[config.mk]
export PLATFORM = sky130hd
export DESIGN_NAME = encoder_speed_meter_unit_flat
export DESIGN_NICKNAME = d
export VERILOG_FILES = /design/src/rtl/core/esm_pkg.sv /design/src/rtl/core/esm_in_if.sv /design/src/rtl/core/esm_out_if.sv /design/src/rtl/core/encoder_speed_meter_unit.sv /design/src/rtl/core/esm_divider.sv /design/src/flat_wrapper.sv
export SDC_FILE = /design/constraint.sdc
export NUM_CORES = 2
export LEC_CHECK = 0
export BUFFER_PORTS_ARGS = -buffer_cell sky130_fd_sc_hd__buf_2
export CORE_UTILIZATION = 59
export DETAILED_ROUTE_END_ITERATION = 7
export GPL_TIMING_DRIVEN = 0
export PLACE_DENSITY = 0.87
export SLEW_MARGIN = 5
export SYNTH_ARGS = -nofsm -noshare
export SYNTH_HDL_FRONTEND = slang
export SYNTH_HIERARCHICAL = 1
export SYNTH_SLANG_ARGS = --single-unit
export TNS_END_PERCENT = 20
[constraint.sdc]
create_clock -name clk -period 6.4 [get_ports clk]
set_input_delay 1.28 -clock clk [delete_from_list [all_inputs] [get_ports clk]]
set_output_delay 1.28 -clock clk [all_outputs]
set_load 0.01 [all_outputs]
[src/rtl/core/esm_pkg.sv]
// ----------------------------------------------------------------------------
// esm_pkg
// Shared constants for the encoder speed meter: speed scale factor,
// configuration register map and saturation limits.
// ----------------------------------------------------------------------------
package esm_pkg;

  // 6_000_000_000 = 5_859_375 * 2^10; multiply by the odd part, then shift
  localparam int unsigned SPEED_MULT_W = 23;
  localparam logic [SPEED_MULT_W-1:0] SPEED_MULT = 23'd5859375;
  localparam int unsigned SPEED_SHIFT = 10;

  // configuration port
  localparam int unsigned CFG_ADDR_W = 3;
  localparam int unsigned CFG_DATA_W = 32;
  localparam int unsigned TPR_W = 16;

  typedef enum logic {
    REG_TICKS_PER_REV  = 1'b0,
    REG_COUNT_INVERTED = 1'b1
  } cfg_reg_t;

  localparam logic [TPR_W-1:0] TPR_RESET = 16'd1;

  // result limits
  localparam logic [31:0] RPM_POS_MAX = 32'h7FFF_FFFF;
  localparam logic [31:0] RPM_NEG_MAX = 32'h8000_0000;

endpackage

[src/rtl/core/esm_in_if.sv]
// ----------------------------------------------------------------------------
// esm_in_if
// Input channel: one encoder read per transaction.
// ----------------------------------------------------------------------------
interface esm_in_if;
  logic               valid;
  logic               ready;
  logic               mode;
  logic signed [31:0] encoder_count;
  logic        [31:0] timestamp_us;

  modport source (output valid, output mode, output encoder_count, output timestamp_us,
                  input ready);
  modport sink   (input valid, input mode, input encoder_count, input timestamp_us,
                  output ready);
endinterface

[src/rtl/core/esm_out_if.sv]
// ----------------------------------------------------------------------------
// esm_out_if
// Result channel: count difference, speed and interval flag per transaction.
// ----------------------------------------------------------------------------
interface esm_out_if;
  logic               valid;
  logic               ready;
  logic signed [31:0] tick_delta;
  logic signed [31:0] rpm_x100;
  logic               interval_invalid;

  modport source (output valid, output tick_delta, output rpm_x100,
                  output interval_invalid, input ready);
  modport sink   (input valid, input tick_delta, input rpm_x100,
                  input interval_invalid, output ready);
endinterface

[src/rtl/core/encoder_speed_meter_unit.sv]
// ----------------------------------------------------------------------------
// encoder_speed_meter_unit
// Turns encoder count reads into a tick difference and, for speed reads, a speed in 0.01 rpm.
// ----------------------------------------------------------------------------
// One read is handled at a time. A count read (mode 0) and a speed read with
// zero elapsed time go from the transaction straight to the output write. A
// speed read passes through these steps in order, where DIV_W is the larger
// of COUNT_WIDTH + 33 and TIME_WIDTH + 16: the two multiplies are registered,
// the divider is started, a restoring divider produces DIV_W + 1 quotient
// bits, one quotient bit per cycle, the last being the rounding bit, then
// the block sees it finish, then a saturation step and the output write.
// The result sits in an output register; the block is ready for the next
// read in the cycle the result is posted and takes it while the result
// waits. A finished result that finds the output register still full holds
// until the register is emptied.
module encoder_speed_meter_unit #(
  parameter int unsigned COUNT_WIDTH = 32,
  parameter int unsigned TIME_WIDTH  = 32
) (
  input  logic                               clk,
  input  logic                               rst_n,
  esm_in_if.sink                             in_if,
  esm_out_if.source                          out_if,
  input  logic                               psel,
  input  logic                               penable,
  input  logic                               pwrite,
  input  logic [esm_pkg::CFG_ADDR_W-1:0]     paddr,
  input  logic [esm_pkg::CFG_DATA_W-1:0]     pwdata,
  output logic [esm_pkg::CFG_DATA_W-1:0]     prdata,
  output logic                               pready
);

  localparam int unsigned TPR_W  = esm_pkg::TPR_W;
  localparam int unsigned PROD_W = COUNT_WIDTH + esm_pkg::SPEED_MULT_W;
  localparam int unsigned NUM_W  = PROD_W + esm_pkg::SPEED_SHIFT;
  localparam int unsigned DEN_W  = TPR_W + TIME_WIDTH;
  localparam int unsigned DIV_W  = (NUM_W > DEN_W) ? NUM_W : DEN_W;

  typedef enum logic [2:0] {
    ST_IDLE,
    ST_MUL,
    ST_KICK,
    ST_DIV,
    ST_ROUND,
    ST_PUBLISH
  } state_t;

  // ---------------------------------------------------------------- config
  logic [TPR_W-1:0] tpr_r;
  logic             inv_r;
  logic             cfg_wr;
  logic             cfg_idx;

  assign pready  = 1'b1;
  assign cfg_wr  = psel && penable && pwrite;
  assign cfg_idx = paddr[2];

  always_ff @(posedge clk) begin
    if (!rst_n) begin
      tpr_r <= esm_pkg::TPR_RESET;
      inv_r <= 1'b0;
    end else if (cfg_wr) begin
      case (cfg_idx)
        esm_pkg::REG_TICKS_PER_REV:  tpr_r <= pwdata[TPR_W-1:0];
        esm_pkg::REG_COUNT_INVERTED: inv_r <= pwdata[0];
        default: ;
      endcase
    end
  end

  always_comb begin
    case (cfg_idx)
      esm_pkg::REG_TICKS_PER_REV:  prdata = esm_pkg::CFG_DATA_W'(tpr_r);
      esm_pkg::REG_COUNT_INVERTED: prdata = esm_pkg::CFG_DATA_W'(inv_r);
      default:                     prdata = '0;
    endcase
  end

  // ---------------------------------------------------------------- datapath
  state_t                  state_r;
  logic [COUNT_WIDTH-1:0]  last_count_r;
  logic [TIME_WIDTH-1:0]   last_time_r;
  logic [COUNT_WIDTH-1:0]  mag_r;
  logic [TIME_WIDTH-1:0]   elapsed_r;
  logic                    rneg_r;
  logic [DIV_W-1:0]        num_r;
  logic [DIV_W-1:0]        den_r;
  logic [31:0]             res_diff_r;
  logic [31:0]             res_rpm_r;
  logic                    res_inv_r;
  logic                    out_valid_r;
  logic [31:0]             out_diff_r;
  logic [31:0]             out_rpm_r;
  logic                    out_inv_r;

  logic                          in_fire;
  logic                          out_fire;
  logic                          publish;
  logic [COUNT_WIDTH-1:0]        cnt;
  logic [TIME_WIDTH+31:0]        ts_ext;
  logic [TIME_WIDTH-1:0]         ts;
  logic [COUNT_WIDTH-1:0]        diff;
  logic [COUNT_WIDTH-1:0]        shown;
  logic signed [COUNT_WIDTH-1:0] shown_s;
  logic [TIME_WIDTH-1:0]         elapsed;
  logic                          negate;
  logic [TPR_W-1:0]              tpr_eff;
  logic [PROD_W-1:0]             prod;
  logic [DEN_W-1:0]              den;
  logic                          div_start;
  logic                          div_done;
  logic [DIV_W:0]                div_quo;
  logic [DIV_W-1:0]              q;
  logic                          q_hi;
  logic [32:0]                   q_rnd;
  logic [31:0]                   rpm_sat;

  assign in_fire = in_if.valid && in_if.ready;
  assign out_fire = out_if.valid && out_if.ready;
  // move the finished result out when the output register is free or being emptied
  assign publish = (state_r == ST_PUBLISH) && (!out_valid_r || out_if.ready);
  assign cnt     = in_if.encoder_count[COUNT_WIDTH-1:0];
  assign ts_ext  = {{TIME_WIDTH{1'b0}}, in_if.timestamp_us};
  assign ts      = ts_ext[TIME_WIDTH-1:0];
  assign diff    = cnt - last_count_r;
  assign negate  = ~inv_r;
  assign shown   = negate ? (COUNT_WIDTH'(0) - diff) : diff;
  assign shown_s = shown;
  assign elapsed = ts - last_time_r;

  assign tpr_eff = (tpr_r == '0) ? esm_pkg::TPR_RESET : tpr_r;
  assign prod    = PROD_W'(mag_r) * PROD_W'(esm_pkg::SPEED_MULT);
  assign den     = DEN_W'(tpr_eff) * DEN_W'(elapsed_r);

  assign div_start = (state_r == ST_KICK);

  esm_divider #(.W(DIV_W)) u_div (
    .clk      (clk),
    .rst_n    (rst_n),
    .start    (div_start),
    .dividend (num_r),
    .divisor  (den_r),
    .done     (div_done),
    .quotient (div_quo)
  );

  // low quotient bit is the half-way bit: add it to round away from zero
  assign q     = div_quo[DIV_W:1];
  assign q_hi  = |q[DIV_W-1:32];
  assign q_rnd = {1'b0, q[31:0]} + 33'(div_quo[0]);

  always_comb begin
    if (rneg_r) begin
      if (q_hi || (q_rnd > {1'b0, esm_pkg::RPM_NEG_MAX})) begin
        rpm_sat = esm_pkg::RPM_NEG_MAX;
      end else begin
        rpm_sat = 32'd0 - q_rnd[31:0];
      end
    end else begin
      if (q_hi || (q_rnd > {1'b0, esm_pkg::RPM_POS_MAX})) begin
        rpm_sat = esm_pkg::RPM_POS_MAX;
      end else begin
        rpm_sat = q_rnd[31:0];
      end
    end
  end

  always_ff @(posedge clk) begin
    if (!rst_n) begin
      state_r      <= ST_IDLE;
      last_count_r <= '0;
      last_time_r  <= '0;
      out_valid_r  <= 1'b0;
    end else begin
      if (publish) begin
        out_valid_r <= 1'b1;
        out_diff_r  <= res_diff_r;
        out_rpm_r   <= res_rpm_r;
        out_inv_r   <= res_inv_r;
      end else if (out_fire) begin
        out_valid_r <= 1'b0;
      end
      case (state_r)
        ST_IDLE: begin
          if (in_fire) begin
            res_diff_r <= 32'(shown_s);
            res_rpm_r  <= '0;
            res_inv_r  <= 1'b0;
            if (!in_if.mode) begin
              last_count_r <= cnt;
              last_time_r  <= ts;
              state_r      <= ST_PUBLISH;
            end else if (elapsed == '0) begin
              // no time passed: flag it and leave the history alone
              res_diff_r <= '0;
              res_inv_r  <= 1'b1;
              state_r    <= ST_PUBLISH;
            end else begin
              last_count_r <= cnt;
              last_time_r  <= ts;
              mag_r        <= diff[COUNT_WIDTH-1] ? (COUNT_WIDTH'(0) - diff) : diff;
              elapsed_r    <= elapsed;
              rneg_r       <= diff[COUNT_WIDTH-1] ^ negate;
              state_r      <= ST_MUL;
            end
          end
        end
        ST_MUL: begin
          num_r   <= DIV_W'(prod) << esm_pkg::SPEED_SHIFT;
          den_r   <= DIV_W'(den);
          state_r <= ST_KICK;
        end
        ST_KICK: begin
          state_r <= ST_DIV;
        end
        ST_DIV: begin
          if (div_done) begin
            state_r <= ST_ROUND;
          end
        end
        ST_ROUND: begin
          res_rpm_r <= rpm_sat;
          state_r   <= ST_PUBLISH;
        end
        ST_PUBLISH: begin
          // hold until the output register is free or being emptied
          if (publish) begin
            state_r <= ST_IDLE;
          end
        end
        default: state_r <= ST_IDLE;
      endcase
    end
  end

  assign in_if.ready             = (state_r == ST_IDLE);
  assign out_if.valid            = out_valid_r;
  assign out_if.tick_delta       = out_diff_r;
  assign out_if.rpm_x100         = out_rpm_r;
  assign out_if.interval_invalid = out_inv_r;

endmodule

[src/rtl/core/esm_divider.sv]
// ----------------------------------------------------------------------------
// esm_divider
// Restoring divider, one quotient bit per cycle. The dividend is extended by
// one zero bit, so the last quotient bit is the half-way rounding bit.
// ----------------------------------------------------------------------------
module esm_divider #(
  parameter int unsigned W = 65
) (
  input  logic         clk,
  input  logic         rst_n,
  input  logic         start,
  input  logic [W-1:0] dividend,
  input  logic [W-1:0] divisor,
  output logic         done,
  output logic [W:0]   quotient
);

  localparam int unsigned CNT_W = $clog2(W + 1);

  logic [W:0]       dvd_r;
  logic [W-1:0]     rem_r;
  logic [W-1:0]     dsr_r;
  logic [CNT_W-1:0] cnt_r;
  logic             busy_r;
  logic             done_r;

  logic [W:0]   rem_sh;
  logic [W+1:0] trial;
  logic         qbit;

  assign rem_sh = {rem_r, dvd_r[W]};
  assign trial  = {1'b0, rem_sh} - {2'b00, dsr_r};
  assign qbit   = ~trial[W+1];

  always_ff @(posedge clk) begin
    if (!rst_n) begin
      busy_r <= 1'b0;
      done_r <= 1'b0;
    end else begin
      done_r <= 1'b0;
      if (start) begin
        busy_r <= 1'b1;
        cnt_r  <= CNT_W'(W);
        dvd_r  <= {dividend, 1'b0};
        rem_r  <= '0;
        dsr_r  <= divisor;
      end else if (busy_r) begin
        // keep the remainder below the divisor; shift the quotient bit in
        rem_r <= qbit ? trial[W-1:0] : rem_sh[W-1:0];
        dvd_r <= {dvd_r[W-1:0], qbit};
        if (cnt_r == '0) begin
          busy_r <= 1'b0;
          done_r <= 1'b1;
        end else begin
          cnt_r <= cnt_r - 1'b1;
        end
      end
    end
  end

  assign done     = done_r;
  assign quotient = dvd_r;

endmodule

[src/flat_wrapper.sv]
// flat-port wrapper written by rule: the top's interface ports become plain ports
module encoder_speed_meter_unit_flat 
#(
  parameter int unsigned COUNT_WIDTH = 32,
  parameter int unsigned TIME_WIDTH  = 32
)
  (clk, rst_n, psel, penable, pwrite, paddr, pwdata, prdata, pready, in_if_valid, in_if_mode, in_if_encoder_count, in_if_timestamp_us, in_if_ready, out_if_valid, out_if_tick_delta, out_if_rpm_x100, out_if_interval_invalid, out_if_ready);
  esm_in_if in_if_i ();
  esm_out_if out_if_i ();
  input  logic clk;
  input  logic rst_n;
  input  logic psel;
  input  logic penable;
  input  logic pwrite;
  input  logic [esm_pkg::CFG_ADDR_W-1:0] paddr;
  input  logic [esm_pkg::CFG_DATA_W-1:0] pwdata;
  output logic [esm_pkg::CFG_DATA_W-1:0] prdata;
  output logic pready;
  input wire logic [$bits(in_if_i.valid)-1:0] in_if_valid;
  input wire logic [$bits(in_if_i.mode)-1:0] in_if_mode;
  input wire logic [$bits(in_if_i.encoder_count)-1:0] in_if_encoder_count;
  input wire logic [$bits(in_if_i.timestamp_us)-1:0] in_if_timestamp_us;
  output wire logic [$bits(in_if_i.ready)-1:0] in_if_ready;
  output wire logic [$bits(out_if_i.valid)-1:0] out_if_valid;
  output wire logic [$bits(out_if_i.tick_delta)-1:0] out_if_tick_delta;
  output wire logic [$bits(out_if_i.rpm_x100)-1:0] out_if_rpm_x100;
  output wire logic [$bits(out_if_i.interval_invalid)-1:0] out_if_interval_invalid;
  input wire logic [$bits(out_if_i.ready)-1:0] out_if_ready;
  assign in_if_i.valid = in_if_valid;
  assign in_if_i.mode = in_if_mode;
  assign in_if_i.encoder_count = in_if_encoder_count;
  assign in_if_i.timestamp_us = in_if_timestamp_us;
  assign in_if_ready = in_if_i.ready;
  assign out_if_valid = out_if_i.valid;
  assign out_if_tick_delta = out_if_i.tick_delta;
  assign out_if_rpm_x100 = out_if_i.rpm_x100;
  assign out_if_interval_invalid = out_if_i.interval_invalid;
  assign out_if_i.ready = out_if_ready;
  encoder_speed_meter_unit #(.COUNT_WIDTH(COUNT_WIDTH), .TIME_WIDTH(TIME_WIDTH)) u_core (.clk(clk), .rst_n(rst_n), .in_if(in_if_i), .out_if(out_if_i), .psel(psel), .penable(penable), .pwrite(pwrite), .paddr(paddr), .pwdata(pwdata), .prdata(prdata), .pready(pready));
endmodule
# After elaboration in Yosys (flattened, before gate mapping)
# Index checks and enable logic that the tools add are counted.
# totals
regBits,571
input_bits,107
output_inout_bits,100
wordCells,118
# classes
n_addsub,7
n_mul,2
order_cmp,2
n_eq_ne,10
n_mux,34
n_bitwise,7
reduce_logical,30
# op_table
op,count
$mux W32,11
$mux W66,2
$mux W65,2
$pmux W32 S2,2
$sub A66 B48 Y67,1
$sub A1 B32 Y32 const A,2
$sub A32 B32 Y32,2
$mul A32 B23 Y55 const B,1
$mul A16 B32 Y48,1
$add A32 B1 Y33,1
$gt A33 B31 Y1 const B,1
$gt A33 B32 Y1 const B,1
$reduce_or A33 Y1,1
$logic_not A32 Y1,1
$mux W31,1
$pmux W3 S6,1
$logic_not A16 Y1,1
$mux W16,1
$mux W3,5
$reduce_and A3 Y1,5
$mux W7,2
$reduce_and A2 Y1,6
$logic_not A7 Y1,1
$mux W1,7
15 further kinds,33

# Longest topological paths before layout
# depth
ltp_word,6
depth_mapped,27
depth_no_buf,25

# By module
# Netlist, hierarchy kept.
# by_module_without_submodules
module,instances,cells_per_inst,area_per_inst_um2,seq_area_each_um2
encoder_speed_meter_unit,1,5163,49392.4,10650.2
esm_divider,1,1136,12049.1,6135.9

# Worst setup path before layout
# No wires, ideal clock.
# synth_timing
path_kind,register to register
start,register u_core.tpr_r[7]
end,register u_core.den_r[42] (data pin)
setup_ps,264
arrival_ps,6524
t_required_ps,6136
path_slack_ps,-388
stages_incl_launch_ff,25
path_buffers,2
period_less_slack_ps,6788
cell_sequence,dfxtp_1 -> clkbuf_1 -> clkbuf_1 -> nand2_1 -> fa_1 -> inv_1 -> fa_1 -> fa_1 -> fa_1 -> fa_1 -> inv_1 -> fa_1 -> inv_1 -> ha_1 -> a21o_1 -> a21o_1 -> a21o_1 -> a221o_1 -> a21oi_1 -> o211a_1 -> nor3_1 -> nand3b_1 -> or2_2 -> a221oi_1 -> xnor2_1
# synth_between
elab_chain_cells,3
# synth_lines
element,line_no,text
from (decl),encoder_speed_meter_unit.sv:49,logic [TPR_W-1:0] tpr_r;
from (signal assigned),encoder_speed_meter_unit.sv:60,tpr_r <= esm_pkg::TPR_RESET;
from (signal assigned),encoder_speed_meter_unit.sv:64,esm_pkg::REG_TICKS_PER_REV: tpr_r <= pwdata[TPR_W-1:0];
$logic_not A16 Y1,encoder_speed_meter_unit.sv:131,assign tpr_eff = (tpr_r == '0) ? esm_pkg::TPR_RESET : tpr_r;
$mux W16 *,encoder_speed_meter_unit.sv:131,
$mul A16 B32 Y48 *,encoder_speed_meter_unit.sv:133,assign den = DEN_W'(tpr_eff) * DEN_W'(elapsed_r);
net u_core.den[42],encoder_speed_meter_unit.sv:109,logic [DEN_W-1:0] den;
to (signal assigned),encoder_speed_meter_unit.sv:210,den_r <= DIV_W'(den);
to (decl),encoder_speed_meter_unit.sv:87,logic [DIV_W-1:0] den_r;
# The timed path passes the listed nets; every way through them passes the cells marked *.
# A chain may end at the register's enable or synchronous reset.

# Worst setup path in the final report
# layout_timing
start,register u_core.mag_r[5]
end,register u_core.num_r[63] (data pin)
# layout_between
elab_chain_cells,1
# layout_lines
element,line_no,text
from (decl),encoder_speed_meter_unit.sv:83,logic [COUNT_WIDTH-1:0] mag_r;
from (signal assigned),encoder_speed_meter_unit.sv:201,mag_r <= diff[COUNT_WIDTH-1] ? (COUNT_WIDTH'(0) - diff) : diff;
$mul A32 B23 Y55,encoder_speed_meter_unit.sv:132,assign prod = PROD_W'(mag_r) * PROD_W'(esm_pkg::SPEED_MULT);
net u_core.prod[53],encoder_speed_meter_unit.sv:108,logic [PROD_W-1:0] prod;
to (signal assigned),encoder_speed_meter_unit.sv:209,num_r <= DIV_W'(prod) << esm_pkg::SPEED_SHIFT;
to (decl),encoder_speed_meter_unit.sv:86,logic [DIV_W-1:0] num_r;
# The timed path passes the listed nets, and every way through them passes these cells.

==> metrics.cfg <==
[power_and_ir_drop]
pwr-share-clk = 0.094
powerDensity_nw_per_um2 = 606.7
net-switching-power_mw = 19.64
p_int_mw = 22.49
total_power_mw = 42.13
sequentialPowerShare = 0.151
ir_drop_uv = 1849
swShare = 0.4661
p_comb_frac = 0.756
leakage_nw = 31.00

[timing]
tightest_slew_ns = 1.069
fmax_mhz = 145.6
setup_slack_ns = -0.4703
min_period_ns = 6.870
setup_viol = 31
clock-skew-final_ns = 0.03604
hold_violations = 0
period_share = 1.073
fin_tns_setup_ns = -7.922
relSlewSlack = 0.2758
rsz0062_at_grt = true
final_max_slew_viol_count = 0

[global_route]
grt_pass1_vias = 49094
antenna_found_initial = 9
gr-total-overflow = 0
grtUsageTotal = 0.3144
grt_max_degree = 68
grt_pass1_wl_mm = 261.4

[placement]
placed_cells = 7897
place_area_um2 = 64430
globalplace.congestion = 1.021
dp_hpwl_mm = 127.0
port_buffers = 170

[detailed_routing]
drc_errors = 2
drt-initial-drc-count = 4359
wl_per_cell_um = 20.74
final_antenna_net_count = 0
vias_per_cell = 5.901
wl_mm = 169.1
first_pass_iters = 8
via_count = 48128

[critical_path]
worst-r2r-cell-count = 23
crit_path_frequent_cell = fa_1
path_class = register to register
worstPathArrival_ns = 7.24
cp_slowest_cell = fa_1
slowest_delay_ns = 0.62
r2r_end = u_core/num_r[63]$_DFFE_PP_
worstSetupStartpoint = u_core/mag_r[5]$_DFFE_PP_
regToRegStartpoint = u_core/mag_r[5]$_DFFE_PP_
worstPathMaxFanout = 6
cp_cell_sequence = buf_6 > buf_6 > ha_4 > inv_2 > fa_1 > inv_2 > fa_2 > fa_1 > fa_1 > fa_1 > fa_1 > ha_4 > nand3_4 > nor2_4 > and4_4 > a221oi_4 > o21ai_2 > a22o_4 > a41o_1 > o221ai_4 > nor2_4 > a221oi_4 > xnor2_2
rrSetupSlack_ns = -0.47
end_kind = register
cp-start-kind = register
required_ns = 6.77

[min_path]
holdPathEnd = u_core/u_div/dsr_r[4]$_DFFE_PP_
min_from = u_core/den_r[4]$_DFFE_PP_
min_path_cells = 0
hp-class = register to register

[status]
violations = DRC, setup timing
status = complete, but fails checks

[clock_tree]
cts_tree = built
htreeDepth = 3
ctsHoldBuffers = 0
clkTransAtPathRegs_ns = 0.06
cts_root_buf = clkbuf_16
clockBufferDepth = 3
clk_latency_ns = 0.66
clock-sinks = 588
cts_buffers = 67

[synth]
synth.distinct_cells = 116
synth_edf_count = 501
synthFlopType = edfxtp_1
ys_seq_area_frac = 0.2732
syn_area_um2 = 61440
synth-seq-cells = 588
netlist_instances = 6299
ys_warn_count = 6
postSynthAreaPerCell_um2 = 9.754
async_flop_share = 0

[die]
dieArea_um2 = 105400
start_util = 0.5945
die_w_um = 324.7
ioPinCount = 207
die_h_um = 324.7
coreArea_um2 = 103300
row_count = 118

[run]
maxCapViolations = 0

[layout]
final_common_cell = inv_1
drive_gt1_frac = 0.1301
final_area_um2 = 69440
final_util = 0.6719
nNetsFinal = 8051
layout.cells.non_filler = 8156
area_delta_synth_final_pct = 13.02
final_cell_mix = 1104 x inv_1, 722 x nand2_1, 677 x fa_1, 501 x edfxtp_1, 472 x ha_1

cell families (layout without fill, tap and decap cells):
| kind of cell | Yosys count | in the layout | share of synthesized area |
|---|---|---|---|
| adders and majority gates | 1223 | 1223 | 0.3342 |
| DFF | 588 | 588 | 0.2732 |
| AOI/OAI and AO/OA | 958 | 958 | 0.1021 |
| xor gates and xnor gates | 279 | 279 | 0.03989 |
| and+or+nand+nor | 1738 | 1738 | 0.1394 |
| muxes | 144 | 144 | 0.02484 |
| other | 2 | 48 | 0.0001222 |
| buffers and inverters | 1367 | 1798 | 0.08626 |
through the flow:
stage	hold WS, ns	setup slack, ns
floorplan	0.4003	-0.04129
global placement	0.4004	-1.619
detailed placement	0.4045	-1.491
CTS	0.4159	-0.3562
global route	0.4214	-0.5556
finish	0.4155	-0.4703
area by class of cell:
class / count / area [um^2]
repair buffers: 321 / 2172
flip-flops and latches: 588 / 16830
multi-input cells: 4386 / 40640
diodes: 4 / 10.01
clock buffers: 79 / 1753
fillers: 7467 / 33910
inverters: 1119 / 4208
clock inverters: 41 / 495.5
plain buffers: 238 / 1607
well taps: 1380 / 1727
flip-flops by register name (all words and copies together), names as in the netlist, 48 cells and up:
| register | count |
|---|---|
| u_core/den_r | 48 |
| u_core/u_div/dsr_r | 65 |
| u_core/u_div/rem_r | 65 |
| u_core/num_r | 55 |
| u_core/u_div/quotient | 66 |
cells in the mapped netlist (8+ instances only):
library cell | count | area share
xor2_1 | 96 | 0.014
inv_1 | 1118 | 0.068
o211ai_1 | 17 | 0.0021
a21o_1 | 118 | 0.014
buf_2 | 19 | 0.0015
a211o_1 | 12 | 0.0017
a221oi_1 | 9 | 0.0013
or4_1 | 17 | 0.0021
fa_1 | 697 | 0.23
and3_1 | 53 | 0.0054
a211oi_1 | 46 | 0.0056
nor4_1 | 35 | 0.0036
nor2b_1 | 53 | 0.0054
nand2_1 | 725 | 0.044
o21ai_0 | 160 | 0.013
nor3_1 | 67 | 0.0055
o21bai_1 | 37 | 0.0045
mux2_2 | 67 | 0.012
o2111ai_1 | 10 | 0.0014
buf_6 | 9 | 0.0016
xnor2_1 | 182 | 0.026
or3_1 | 32 | 0.0033
a22o_1 | 15 | 0.0021
buf_1 | 8 | 0.00049
and4_1 | 12 | 0.0017
o21ai_1 | 15 | 0.0012
o31ai_1 | 15 | 0.0018
edfxtp_1 | 501 | 0.24
a31o_2 | 8 | 0.0011
o21a_1 | 47 | 0.0057
ha_1 | 526 | 0.11
a21boi_0 | 26 | 0.0032
mux2i_1 | 76 | 0.012
nand4_1 | 57 | 0.0058
dfxtp_1 | 87 | 0.028
a31oi_1 | 30 | 0.0031
or2_2 | 17 | 0.0017
nor2_1 | 247 | 0.015
and2_1 | 247 | 0.025
nand2b_1 | 40 | 0.0041
nand3_1 | 68 | 0.0055
clkbuf_1 | 190 | 0.012
buf_4 | 20 | 0.0024
a21oi_1 | 294 | 0.024
nand3b_1 | 8 | 0.00098
timing repair:
item / CTS / global route
endpoints found under the setup margin: 60 / 45
resized for setup: 318 / 99
buffers inserted: 119 / 30
cloned: 0 / 0
pin swaps: 96 / 61
worst max-delay path: cells and delay by family (launching register included):
| kind | cells | cell delay [ns] |
|---|---|---|
| buffers and inverters | 4 | 0.40 |
| flip-flops | 1 | 0.40 |
| XOR/XNOR | 1 | 0.14 |
| adder cells (fa/ha/maj) | 8 | 3.75 |
| AND/OR/NAND/NOR | 4 | 0.48 |
| AO/OA/AOI/OAI | 6 | 1.42 |
per-layer routing:
layer | track usage | routed length [um]
met2 | 0.5196 | 79030
met1 | 0.3981 | 64520
met4 | 0.1419 | 8830
met5 | 0 | 27
met3 | 0.06528 | 16730
power groups by stage:
stage	Clock (mW)	Combinational [mW]	Sequential (mW)
global placement	0	22.9	6.46
finish	3.95	31.8	6.35
detailed placement	0	23.7	6.45
CTS	3.99	27.7	6.34
global route	4.15	34.0	6.39
floorplan	0	18.3	6.34
how the worst max path moves through the flow:
stage,endpoint,slack (ns),cells after the start
4_1_cts,u_core/den_r[42]$_DFFE_PP_,-0.36,24
3_5_place_dp,u_core/den_r[47]$_DFFE_PP_,-1.49,26
2_1_floorplan,u_core/den_r[47]$_DFFE_PP_,-0.04,24
6_report,u_core/num_r[63]$_DFFE_PP_,-0.47,23
3_3_place_gp,u_core/out_if.rpm_x100[28]$_DFFE_PP_,-1.62,6
5_1_grt,u_core/den_r[47]$_DFFE_PP_,-0.56,24
No activity file was read; power rests on OpenSTA's default activity.
